<file path="src/rtl/aging_edge_distance_table_unit_defines.svh">
// ----------------------------------------------------------------------------
// aging edge distance table: assertion macros
// shared property wrappers for the checks at the end of the top level
// ----------------------------------------------------------------------------
`ifndef AGING_EDGE_DISTANCE_TABLE_UNIT_DEFINES_SVH
`define AGING_EDGE_DISTANCE_TABLE_UNIT_DEFINES_SVH

// same-cycle implication
`define AEDT_ASSERT_IMPLY(label, clock, resetn, ante, cons) \
    label: assert property (@(posedge clock) disable iff (!(resetn)) (ante) |-> (cons)) \
        else $error("aedt same-cycle check failed");

// next-cycle implication
`define AEDT_ASSERT_NEXT(label, clock, resetn, ante, cons) \
    label: assert property (@(posedge clock) disable iff (!(resetn)) (ante) |=> (cons)) \
        else $error("aedt next-cycle check failed");

`endif

</file>
<file path="src/rtl/aedt_pkg.sv">
// ----------------------------------------------------------------------------
// aedt_pkg
// types, codes and helpers for the aging edge distance table
// ----------------------------------------------------------------------------
package aedt_pkg;

    localparam int MAX_ENTRIES_DEF = 20;
    // cell position field, enough for the largest table of 32 entries
    localparam int POS_W = 5;

    localparam logic [19:0] STALE_RST  = 20'd20000;
    localparam logic [8:0]  WEIGHT_RST = 9'd90;
    localparam logic [15:0] MIN_RST    = 16'd102;
    localparam logic [15:0] MAX_RST    = 16'd10240;
    localparam logic [8:0]  WEIGHT_FULL = 9'd256;

    localparam logic [1:0] CMD_UPDATE = 2'd0;
    localparam logic [1:0] CMD_EXPIRE = 2'd1;
    localparam logic [1:0] CMD_READ   = 2'd2;
    localparam logic [1:0] CMD_CLEAR  = 2'd3;

    localparam logic [2:0] ST_UPDATED  = 3'd0;
    localparam logic [2:0] ST_INSERTED = 3'd1;
    localparam logic [2:0] ST_BAD_IDS  = 3'd2;
    localparam logic [2:0] ST_FULL     = 3'd3;
    localparam logic [2:0] ST_RANGE    = 3'd4;

    localparam logic [1:0] REG_STALE  = 2'd0;
    localparam logic [1:0] REG_WEIGHT = 2'd1;
    localparam logic [1:0] REG_MIN    = 2'd2;
    localparam logic [1:0] REG_MAX    = 2'd3;

    typedef struct packed {
        logic [31:0] low_id;
        logic [31:0] high_id;
        logic [15:0] distance;
        logic [31:0] seen;
    } entry_t;

    typedef struct packed {
        logic             shift;
        logic             feed;
        logic             load;
        logic [POS_W-1:0] pos;
    } cell_ctrl_t;

    function automatic logic [15:0] clip_distance(input logic [15:0] d,
                                                  input logic [15:0] lo,
                                                  input logic [15:0] hi);
        logic [15:0] r;
        if (d < lo)
        begin
            r = lo;
        end
        else if (d > hi)
        begin
            r = hi;
        end
        else
        begin
            r = d;
        end
        return r;
    endfunction

endpackage

</file>
<file path="src/rtl/aedt_head.sv">
// ----------------------------------------------------------------------------
// aedt_head
// work on the entry at the head of the ring: key match, age check and
// weighted average of the distance
// ----------------------------------------------------------------------------
module aedt_head
    import aedt_pkg::*;
(
    input  entry_t      head,
    input  logic [31:0] key_low,
    input  logic [31:0] key_high,
    input  logic [15:0] sample_dist,
    input  logic [8:0]  weight,
    input  logic [31:0] time_now,
    input  logic [19:0] stale_limit,
    output logic        match,
    output logic        fresh,
    output logic [15:0] blended
);

    logic [31:0] age;
    logic [8:0]  w_sat;
    logic [8:0]  w_inv;
    logic [24:0] p_old;
    logic [24:0] p_new;
    logic [24:0] sum;

    assign match = (head.low_id == key_low) && (head.high_id == key_high);

    // wrapping age
    assign age   = time_now - head.seen;
    assign fresh = (age <= {12'd0, stale_limit});

    assign w_sat = (weight > WEIGHT_FULL) ? WEIGHT_FULL : weight;
    assign w_inv = WEIGHT_FULL - w_sat;
    assign p_old = {9'd0, head.distance} * {16'd0, w_inv};
    assign p_new = {9'd0, sample_dist} * {16'd0, w_sat};
    // round half up
    assign sum     = p_old + p_new + 25'd128;
    assign blended = sum[23:8];

endmodule

</file>
<file path="config.mk">
export PLATFORM = sky130hd
export DESIGN_NAME = aedt_head
export DESIGN_NICKNAME = d
export VERILOG_FILES = /design/src/rtl/aging_edge_distance_table_unit_defines.svh /design/src/rtl/aedt_pkg.sv /design/src/rtl/aedt_head.sv
export SDC_FILE = /design/constraint.sdc
export NUM_CORES = 1
export LEC_CHECK = 0
export BUFFER_PORTS_ARGS = -buffer_cell sky130_fd_sc_hd__clkbuf_2
export CAP_MARGIN = 10
export CORE_ASPECT_RATIO = 0.8
export CORE_MARGIN = 2
export CORE_UTILIZATION = 35
export DETAILED_ROUTE_END_ITERATION = 12
export PLACE_DENSITY = 0.59
export SYNTH_ARGS = -nofsm -noshare
export SYNTH_HDL_FRONTEND = slang
export SYNTH_SLANG_ARGS = --single-unit
</file>
<file path="constraint.sdc">
create_clock -name vclk -period 7.8
set_input_delay 0.78 -clock vclk [all_inputs]
set_output_delay 0.78 -clock vclk [all_outputs]
set_load 0.01 [all_outputs]
</file>
==> results.md <==
- Initial antenna violation count: 3
- WP data required: ~7000 ps
- Syn Area/Cell: 8.39 um2
- Syn_nets: between 2000 and 2500
- Max Slew Vio Count: 0
- Yosys warnings: 0
- Row cnt: 61
- FF+latch area: 0 um2
- Via count: ~11000
- Initial Util: a little over a third
- Final worst path period need: approximately 8000 ps
- Clk_buf instances: 0
- Post-synth top area share: a little under two fifths
- Nets: about 2400
- Yosys cell types: 66
- Relative slew slack: around half
- DIE HEIGHT: around 170 um
- Die ar.: approximately 0.037 mm2
- Layout area overhead: 24.1%
- Vias in the first global route: between 10000 and 15000
- Die width: roughly 210 um
- Port Buffers: between 200 and 300
- Failing checks: negative setup slack
- Max_cap viols: 0
- Crit end category: output pin
- Wire per inst: 16.6 um
- WS Path Type: in -> out
- Worst Hold Class: in -> out
- Filler cells: ~3500
- Crit path arrival time: between 7000 and 8000 ps
- Largest net degree at the start of global routing: 25
- FFs & Latches: 0
- Residual DRC: 0
- Pre-antenna DRT Iters: 4
- Least-Margin Pin Slew: 769 ps
- Core area: between 0.03 and 0.04 mm2
- GP Congestion: about 0.92
- Worst slack at placement: -506 ps
- Startpoint types: input pin
- GRT Overall Usage: roughly a fifth
- Final WL: about 37000 um
- Hold slack: between 2000 and 2500 ps
- # placed instances: 2233
- Layout cells sized above 1: 25.1%
- Io pins: between 200 and 300
- Setup_tns: -1190 ps
- Cells after Synth: 1465
- Final Setup Violations: 8
- Fmax achieved: 124 MHz
- Seq/Total Area, Yosys: 0%
- Post-detail-place hpwl: approximately 34000 um
- Synth top area cells: fa_1 38%, ha_1 14%, inv_1 10%
- Vias per Instance: approximately 4.8
- Gr ovfl total: 0
- Hold Buf Count CTS: 0
- Fin cells: ~2300
- DRT iter0 DRCs: 507
- Post-Syn Area: 0.0123 mm2
- CP max FO: 6
- Final WS setup: -233 ps
- Final hold vios: 0
- Final ANT Viol Nets: 0
- First-pass GRT wire length: roughly 60000 um
- Largest area contributor in the netlist: fa_1
- RSZ-0062 raised after global routing: true
- Status: complete, but fails checks
- Fin crit share: 103%
- Area occupied by multi-input gates: 0.0113 mm2
[area by class of cell]
class                           instances  share of cell area [%]
Tap cell                              472                    3.87
Timing Repair Buffer                  360                    14.1
Antenna cell                            3                  0.0492
Multi-Input combinational cell       1083                    73.8
Inverter                              334                    8.22
[final timing paths]
path / from / to / slack [ps] / cells past startpoint
worst max-delay path: weight[8] / blended[10] / -230 / 28
worst min-delay path: head[100] / match / 2100 / 6
[routing by layer]
layer	global-route usage (%)	up-vias	wire (um)
met5	0	-	0
met3	3.27	28	2530
met1	28.7	5212	16500
li1	-	5140	-
met2	34.9	332	17700
met4	3.89	0	691
[cell usage in the layout (no fill, tap or decap), drive strengths merged, types with 23 or more instances in the layout]
cell type and n:
inv 334, clkbuf 260, fa 235, and2 155, nand2 145, ha 135
buf 100, xor2 82, a21oi 43, nor2 29, o21ai 29, xnor2 28
nor2b 24, nor4 23
[cells by family (layout without fill, tap and decap cells)]
kind of cell / after synthesis / in the layout / synth area share, %
buf+inv: 382 / 694 / 11.7
compound gates: 155 / 155 / 8.81
fa+ha+maj: 370 / 370 / 52.0
simple gates: 443 / 443 / 19.2
mux: 5 / 5 / 0.428
xor+xnor: 110 / 110 / 7.84
other cells: 0 / 3 / 0
[Yosys cell counts, drive strengths merged (3+ instances only)]
cell	n
o21a	5
and2	155
and4	6
nand2	145
nand4	11
ha	135
a211oi	7
a31oi	3
nand2b	10
buf	20
fa	235
mux2i	3
o31ai	4
nor3	7
o311a	3
nor2	29
o21ai	29
or3	3
and3	5
nor2b	24
nand3b	3
o211ai	6
a21oi	43
nand3	14
a21o	22
xor2	82
o211a	4
o21bai	7
nor4	23
xnor2	28
clkbuf	28
inv	334
[critical path, stage by stage]
cell and delay (ps):
clkbuf_16 130, buf_12 100, nor2b_4 50, buf_6 120
nor4_4 180, nand3b_1 220, xor2_4 240, and2_4 180
fa_1 540, inv_2 50, fa_1 490, fa_1 500
inv_1 50, fa_1 470, fa_1 540, inv_2 40
fa_1 500, inv_2 50, ha_4 200, a21o_1 180
a21oi_2 150, nor3b_2 180, o211ai_1 220, a211o_1 380
a31o_4 260, a21oi_4 130, xnor2_2 140, buf_2 170
[through the flow]
step / cell area (um2) / utilization, %
floorplan: 12400 / -
global placement: 14700 / 42.5
detailed placement: 14700 / 42.5
CTS: 14900 / 43.1
global route: 15300 / 44.0
finish: 15300 / 44.0
[timing repair]
action	in CTS	in global routing
endpoints found under the setup margin	11	14
setup buffers	11	10
pin swaps	28	53
cloned	0	0
gates resized for setup	36	72
hold endpoints to repair	0	0
Power is left out: the tool's default activity adds up to more than one toggle a clock period on the data nets, which glitch-free logic cannot reach.
