--- config.mk ---
export PLATFORM = sky130hd
export DESIGN_NAME = aedt_cell
export DESIGN_NICKNAME = d
export VERILOG_FILES = /design/src/rtl/aging_edge_distance_table_unit_defines.svh /design/src/rtl/aedt_pkg.sv /design/src/rtl/aedt_cell.sv
export SDC_FILE = /design/constraint.sdc
export NUM_CORES = 1
export LEC_CHECK = 0
export BUFFER_PORTS_ARGS = -buffer_cell sky130_fd_sc_hd__buf_2
export CAP_MARGIN = 20
export CELL_PAD_IN_SITES_DETAIL_PLACEMENT = 1
export CELL_PAD_IN_SITES_GLOBAL_PLACEMENT = 1
export CORE_MARGIN = 2
export CORE_UTILIZATION = 25
export CTS_BUF_LIST = sky130_fd_sc_hd__clkbuf_8
export DETAILED_ROUTE_END_ITERATION = 10
export HOLD_SLACK_MARGIN = 0.15
export PLACE_DENSITY_LB_ADDON = 0.1
export REMOVE_ABC_BUFFERS = 1
export SYNTH_ARGS = -nofsm -noshare
export SYNTH_HDL_FRONTEND = slang
export SYNTH_SLANG_ARGS = --single-unit
--- constraint.sdc ---
create_clock -name clk -period 19.5 [get_ports clk]
set_input_delay 3.9 -clock clk [delete_from_list [all_inputs] [get_ports clk]]
set_output_delay 3.9 -clock clk [all_outputs]
set_load 0.01 [all_outputs]
--- src/rtl/aging_edge_distance_table_unit_defines.svh ---
// ----------------------------------------------------------------------------
// aging edge distance table: assertion macros
// shared property wrappers for the checks at the end of the top level
// ----------------------------------------------------------------------------
`ifndef AGING_EDGE_DISTANCE_TABLE_UNIT_DEFINES_SVH
`define AGING_EDGE_DISTANCE_TABLE_UNIT_DEFINES_SVH

// same-cycle implication
`define AEDT_ASSERT_IMPLY(label, clock, resetn, ante, cons) \
    label: assert property (@(posedge clock) disable iff (!(resetn)) (ante) |-> (cons)) \
        else $error("aedt same-cycle check failed");

// next-cycle implication
`define AEDT_ASSERT_NEXT(label, clock, resetn, ante, cons) \
    label: assert property (@(posedge clock) disable iff (!(resetn)) (ante) |=> (cons)) \
        else $error("aedt next-cycle check failed");

`endif

--- src/rtl/aedt_pkg.sv ---
// ----------------------------------------------------------------------------
// aedt_pkg
// types, codes and helpers for the aging edge distance table
// ----------------------------------------------------------------------------
package aedt_pkg;

    localparam int MAX_ENTRIES_DEF = 20;
    // cell position field, enough for the largest table of 32 entries
    localparam int POS_W = 5;

    localparam logic [19:0] STALE_RST  = 20'd20000;
    localparam logic [8:0]  WEIGHT_RST = 9'd90;
    localparam logic [15:0] MIN_RST    = 16'd102;
    localparam logic [15:0] MAX_RST    = 16'd10240;
    localparam logic [8:0]  WEIGHT_FULL = 9'd256;

    localparam logic [1:0] CMD_UPDATE = 2'd0;
    localparam logic [1:0] CMD_EXPIRE = 2'd1;
    localparam logic [1:0] CMD_READ   = 2'd2;
    localparam logic [1:0] CMD_CLEAR  = 2'd3;

    localparam logic [2:0] ST_UPDATED  = 3'd0;
    localparam logic [2:0] ST_INSERTED = 3'd1;
    localparam logic [2:0] ST_BAD_IDS  = 3'd2;
    localparam logic [2:0] ST_FULL     = 3'd3;
    localparam logic [2:0] ST_RANGE    = 3'd4;

    localparam logic [1:0] REG_STALE  = 2'd0;
    localparam logic [1:0] REG_WEIGHT = 2'd1;
    localparam logic [1:0] REG_MIN    = 2'd2;
    localparam logic [1:0] REG_MAX    = 2'd3;

    typedef struct packed {
        logic [31:0] low_id;
        logic [31:0] high_id;
        logic [15:0] distance;
        logic [31:0] seen;
    } entry_t;

    typedef struct packed {
        logic             shift;
        logic             feed;
        logic             load;
        logic [POS_W-1:0] pos;
    } cell_ctrl_t;

    function automatic logic [15:0] clip_distance(input logic [15:0] d,
                                                  input logic [15:0] lo,
                                                  input logic [15:0] hi);
        logic [15:0] r;
        if (d < lo)
        begin
            r = lo;
        end
        else if (d > hi)
        begin
            r = hi;
        end
        else
        begin
            r = d;
        end
        return r;
    endfunction

endpackage

--- src/rtl/aedt_cell.sv ---
// ----------------------------------------------------------------------------
// aedt_cell
// one table slot; shifts towards the head, takes the recirculated word at
// the ring tail or a new entry when loaded
// ----------------------------------------------------------------------------
module aedt_cell
    import aedt_pkg::*;
#(
    parameter int IDX = 0
)
(
    input  logic       clk,
    input  cell_ctrl_t ctrl,
    input  entry_t     from_next,
    input  entry_t     from_head,
    input  entry_t     new_entry,
    output entry_t     entry
);

    entry_t entry_reg;
    entry_t entry_next;
    logic   at_pos;

    assign at_pos = (ctrl.pos == POS_W'(IDX));

    always_comb
    begin
        entry_next = entry_reg;
        if (ctrl.load && at_pos)
        begin
            entry_next = new_entry;
        end
        else if (ctrl.shift)
        begin
            if (ctrl.feed && at_pos)
            begin
                entry_next = from_head;
            end
            else
            begin
                entry_next = from_next;
            end
        end
    end

    always_ff @(posedge clk)
    begin
        entry_reg <= entry_next;
    end

    assign entry = entry_reg;

endmodule

==> results of run 1 <==
-- worst paths after layout --
kind                           start    endpoint  slack (ns)
worst min-delay path  from_next[110]  entry[110]        3.80
worst max-delay path         ctrl[4]    entry[8]       12.65
-- synthesized netlist by cell type --
library cell  instances
clkbuf_1             63
nor2_1              112
nand2_1               2
o211ai_1              1
o21bai_1              1
a22o_1                1
buf_2                13
o221a_2             111
or3b_4                1
or3_1               111
nor3_2                1
buf_6                 6
o21ai_0               1
buf_1                 3
inv_1               111
nor3_1                1
or3_4                 1
clkbuf_2              3
a41oi_1             111
edfxtp_1            112
buf_4                10
-- metal layers --
layer,global-route usage (%),vias to the layer above
met2,36.1,269
met1,23.9,3977
met4,6.44,4
li1,-,3803
met5,0,-
met3,4.07,36
-- logic make-up (layout without fill, tap and decap cells) --
logic type | count (synthesis) | after routing
simple gates | 229 | 229
compound gates | 226 | 226
buf+inv | 209 | 596
flops | 112 | 112
other cells | 0 | 10
-- cells in the final DEF (no fill, tap or decap), types with 9 or more instances in the layout --
master    count
o221a_2     111
nor2_1      111
inv_1       112
clkbuf_8      9
edfxtp_1    112
buf_2       454
buf_4        14
a41oi_1     111
diode_2      10
or3_1       111
-- per-stage QoR --
stage / cell area (um2) / worst slack, ns / utilization, % / total power (W)
after floorplan: 7190 / 8.90 / - / 0.000367
after global placement: 10100 / 12.28 / 33.3 / 0.000456
after detailed placement: 10100 / 12.28 / 33.3 / 0.000458
after CTS: 10300 / 12.70 / 33.9 / 0.000599
after global routing: 10300 / 12.56 / 33.9 / 0.000622
final: 10300 / 12.65 / 33.9 / 0.000590
-- report_power, final --
group          internal [W]  total, W  switching (W)
registers          0.000291  0.000297     0.00000563
clock network     0.0000470  0.000140      0.0000930
logic             0.0000688  0.000153      0.0000843
total              0.000407  0.000590       0.000183
-- cell type report --
class / instances / area [um2] / share of cell area, %
multi-input cells: 455 / 3440 / 33.4
flip-flops and latches: 112 / 3360 / 32.7
repair buffers: 469 / 2390 / 23.2
well taps: 396 / 495 / 4.81
inverters: 111 / 417 / 4.05
clock buffers: 9 / 124 / 1.20
clock inverters: 7 / 46.3 / 0.449
diodes: 10 / 25.0 / 0.243
==> impl_results.md, run 1 <==
- Outcome: completed
- Leakage: around 4.4 nW
- Synth Area in XOR/XNOR: 0%
- CTS Buffer Depth: 2
- Slew HR: 31.3%
- Port Buf Inserts: approximately 460
- Vias: ~8100
- First-pass GRT wire length: around 49000 um
- Worst-path cell chain: buf_2, or3_4, buf_4, o21bai_4, buf_4, buf_4
- Yosys warns: 0
- Crit path arrival time: 6.86 ns
- Type of origin of the critical path: primary input
- Count of final hold-check violations: 0
- Seq/Total Area, Yosys: 43.9%
- Top cell type's share of synthesized area: 43.9%
- Crit path depth: 6
- Remaining antenna violation count: 0
- Delay-heaviest family, CP: buffers and inverters
- Least-Margin Pin Slew: 1.03 ns
- Top Layer Used: met5
- # clock sinks: approximately 110
- DR DRC count: 0
- Largest area contributor in the synthesized netlist: edfxtp_1
- Initial antenna violation count: 12
- Die area: between 30000 and 40000 um2
- Final Cycle Share: 35.1%
- Core area: 30300 um2
- Std-Cell Rows: 64
- Clock transition at path regs: around 0.12 ns
- Layout cell share with drive strength beyond 1: 51.5%
- Via/cell ratio: 5.16
- Ports: 457
- Largest family of logic cells by synthesized area: compound AO/OA/AOI/OAI gates
- TritonCTS Buffers: 9
- Initial drt markers: between 400 and 500
- Gr usage total: 20.1%
- Post-synthesis compound-gate area fraction: between 20% and 30%
- Flops & latches, synth: about 110
- Post-DP HPWL: roughly 23000 um
- Wire per inst: around 21 um
- Mapped cell area: 7660 um2
- Type of the worst setup path: primary input to register
- Wl on met1: roughly 13000 um
- Filler instances: roughly 3700
- Largest net degree at the start of global routing: between 100 and 150
- CP Max Fanout: 86
- CP required: between 15 and 20 ns
- Post-Synth Simple-Gate Area: 15.1%
- Final cell count without fillers: roughly 1600
- Nets: around 1500
- Die Span X: roughly 180 um
- First-pass DRT Iterations: 5
- Pwr dens: 57.3 nW/um2
- Met3 Wirelength: 2510 um
- Vias in the first global route: 8255
- Mux contribution to synthesized area: 0%
- Synth area leaders: edfxtp_1 (44%), o221a_2 (16%), a41oi_1 (13%), or3_1 (9.1%), nor2_1 (5.5%)
- Total wire length: 33600 um
- Post-synthesis cell count: between 700 and 800
- Final hold slack: approximately 3.8 ns
- Setup TNS: 0 ns
- Final Max Slew Viols: 0
- Most Frequent Cell on Critical Path: buf_4
- Max-cap viol count: 0
- Area Growth Syn to Fin: 34.4%
- Max reg flops: between 100 and 150
- Tmin final: about 7 ns
- Setup crit end kind: register
- Initial Util: 25.2%
- Fmax achieved: approximately 150 MHz
- RSZ-0062 raised after global routing: false
- Maximum VDD drop: roughly 0.027 mV
- H-tree Lvls: 3
- Placed cell count: around 1500
- Gr ovfl total: 0
- Chip Height: 179 um
- Avg Inst Size Synth: 9.87 um2
- Final GP Congestion: roughly 0.74
- Hold WC Path Type: primary input to register
- Hold_buf cts: 0
- Post-cts sizing count: 0
- Endpoints failing setup: 0
- Root Buffer: clkbuf_8
- Hold Path Depth: 2
- TritonCTS clock tree: yes
- Synth unique cells: 21
- Post-CTS setup buffers: 0
- Slowest CP cell: buf_4
- CP max stage delay: 0.86 ns
- WP buf/inv: 4
- Post-Synth Adder-Cell Area: 0%
- Met2 routed WL: 17200 um
Power figures use the tool's default switching activity.
==> run 2: changes to the inputs <==
==> constraint.sdc (replaced) <==
create_clock -name clk -period 6.72 [get_ports clk]
set_input_delay 1.344 -clock clk [delete_from_list [all_inputs] [get_ports clk]]
set_output_delay 1.344 -clock clk [all_outputs]
set_load 0.01 [all_outputs]
==> run 2 against run 1 <==
  * Global-route usage rose by 0.38 points
  * Sequential power increased to 2.9 times the previous value
  * Clock-buffer cell count stayed put
  * Critical path type unchanged
==> impl_results.md, run 2 (synthesis gave the netlist of run 1 again) <==
- TritonCTS clock tree: yes
- Chip Height: 179 um (unchanged)
- Wire per inst: 21.7 um (+1.4%)
- Initial drt markers: 422 (-8.9%)
- TritonCTS Buffers: 9 (unchanged)
- Switching pwr: 0.000517 W (+180%)
- Largest net degree at the start of global routing: 125 (-4.6%)
- Clock transition at path regs: 0.11 ns (about the same)
- CTS Buffer Depth: 2 (unchanged)
- Endpoints failing setup: 0 (unchanged)
- Final instance area: 10400 um2 (+0.96%)
- Setup crit end kind: register
- Final GP Congestion: 0.773 (+4.4%)
- Post-DP HPWL: 22800 um (-0.87%)
- Internal power: 0.00133 W (+230%)
- H-tree Lvls: 3 (unchanged)
- First-pass DRT Iterations: 4 (-1)
- Placed cell count: 1542 (-0.065%)
- Nets: 1502 (-0.067%)
- Type of origin of the critical path: primary input
- Fmax achieved: 277 MHz
- Type of the worst setup path: primary input to register
- Sw Ratio: 28.0% (-3.0 points)
- Die Span X: 179 um (unchanged)
- Tmin final: between 3 and 4 ns
- Via/cell ratio: 5.14 (-0.35%)
- Placed cell areas: 10100 um2 (+0.30%)
- Root Buffer: clkbuf_8
- Post-CTS setup buffers: 0 (unchanged)
- Most common cell after layout, fill and taps aside: buf_2
- Slew HR: 33.7% (+2.4 points)
- Layout cell share with drive strength beyond 1: 51.6% (+0.091 points)
- Maximum VDD drop: 0.0739 mV (+180%)
- Final cell count without fillers: 1563 (-0.38%)
- Max reg flops: 112 (unchanged)
- Vias: 8030 (-0.73%)
- CP required: 6.77 ns (-12.74 ns)
- Final Max Slew Viols: 0 (unchanged)
- Crit path arrival time: 3.66 ns (-3.20 ns)
- Port Buf Inserts: 456 (unchanged)
- Post-cts sizing count: 0 (unchanged)
- DR DRC count: 0 (unchanged)
- Core area: 30300 um2 (unchanged)
- # clock sinks: 112 (unchanged)
- Remaining antenna violation count: 0 (unchanged)
- Initial antenna violation count: 11 (-1)
- Clock network fraction of design power: 29.0% (+5.3 points)
- Post-route core utilization: 34.3% (+0.33 points)
- Combinational power share: 24.2% (-1.7 points)
- RSZ-0062 raised after global routing: false
- Hold WC Path Type: primary input to register
- CP Max Fanout: 62 (-28%)
- First-pass GRT wire length: 50000 um (+1.9%)
- Max-cap viol count: 0 (unchanged)
- Sequential Power Share: 46.8% (-3.5 points)
- Pwr dens: 177 nW/um2 (+210%)
- Count of final hold-check violations: 0 (unchanged)
- Hold_buf cts: 0 (unchanged)
- Gr usage total: 20.5% (+0.38 points)
- Die area: 32100 um2 (unchanged)
- Most frequent cells in the layout: buf_2 (454), edfxtp_1 (112)
- Leakage: 4.45 nW (+0.85%)
- Final Cycle Share: 53.8%
- Area Growth Syn to Fin: 35.7%
- Initial Util: 25.2% (unchanged)
- Total wire length: 33900 um (+0.97%)
- Outcome: completed
- Gr ovfl total: 0 (unchanged)
- Ports: 457 (unchanged)
- Vias in the first global route: 8348 (+1.1%)
- Std-Cell Rows: 64 (unchanged)
- Least-Margin Pin Slew: 0.991 ns (-0.0388 ns)
run 2: cell types whose count changed in the layout (fill, tap and decap cells not counted), moves of 2 or more:
cell,before,now
bufinv_16,0,4
clkinv_1,2,0
buf_12,0,3
clkinv_4,2,0
buf_4,14,10
inv_6,2,0
diode_2,10,8
run 2: cell type report:
class / instances / area (um2)
diodes: 8 / 20.0
repair buffers: 468 / 2420
clock inverters: 4 / 120
flip-flops and latches: 112 / 3360
fillers: 3684 / 20000
clock buffers: 9 / 124
multi-input cells: 455 / 3440
well taps: 396 / 495
inverters: 111 / 417
run 2: per-layer routing:
metal	GRT usage (%)	up-vias	wire length, um
met3	4.50	23	2420
met4	5.22	4	474
li1	-	3795	-
met1	25.2	3916	13500
met2	36.1	292	17500
met5	0	-	27
run 2: final timing paths:
| kind | cells past startpoint | end | from |
|---|---|---|---|
| hold / removal | 2 | entry[110] | from_next[110] |
| setup / recovery | 4 | entry[89] | ctrl[5] |
run 2: power by group through the flow:
stage	clock [W]	sequential (W)	combinational, W
CTS	0.000557	0.000864	0.000455
global placement	0	0.000877	0.000452
floorplan	0	0.000921	0.000144
finish	0.000534	0.000862	0.000447
detailed placement	0	0.000879	0.000454
global route	0.000574	0.000869	0.000493
run 2: per-stage QoR:
stage	hold slack, ns	total power [W]	setup TNS (ns)	worst slack (ns)
6_report	1.25	0.00184	0	3.10
5_1_grt	1.25	0.00194	0	2.98
4_1_cts	1.22	0.00188	0	3.07
3_5_place_dp	1.64	0.00133	0	2.63
3_3_place_gp	1.64	0.00133	0	2.66
2_1_floorplan	1.55	0.00107	-274.92	-1.33
run 2: worst max-delay path, stage by stage:
cell and delay [ns]:
buf_4 0.24, or3b_4 0.66, o21bai_4 0.87, buf_12 0.42
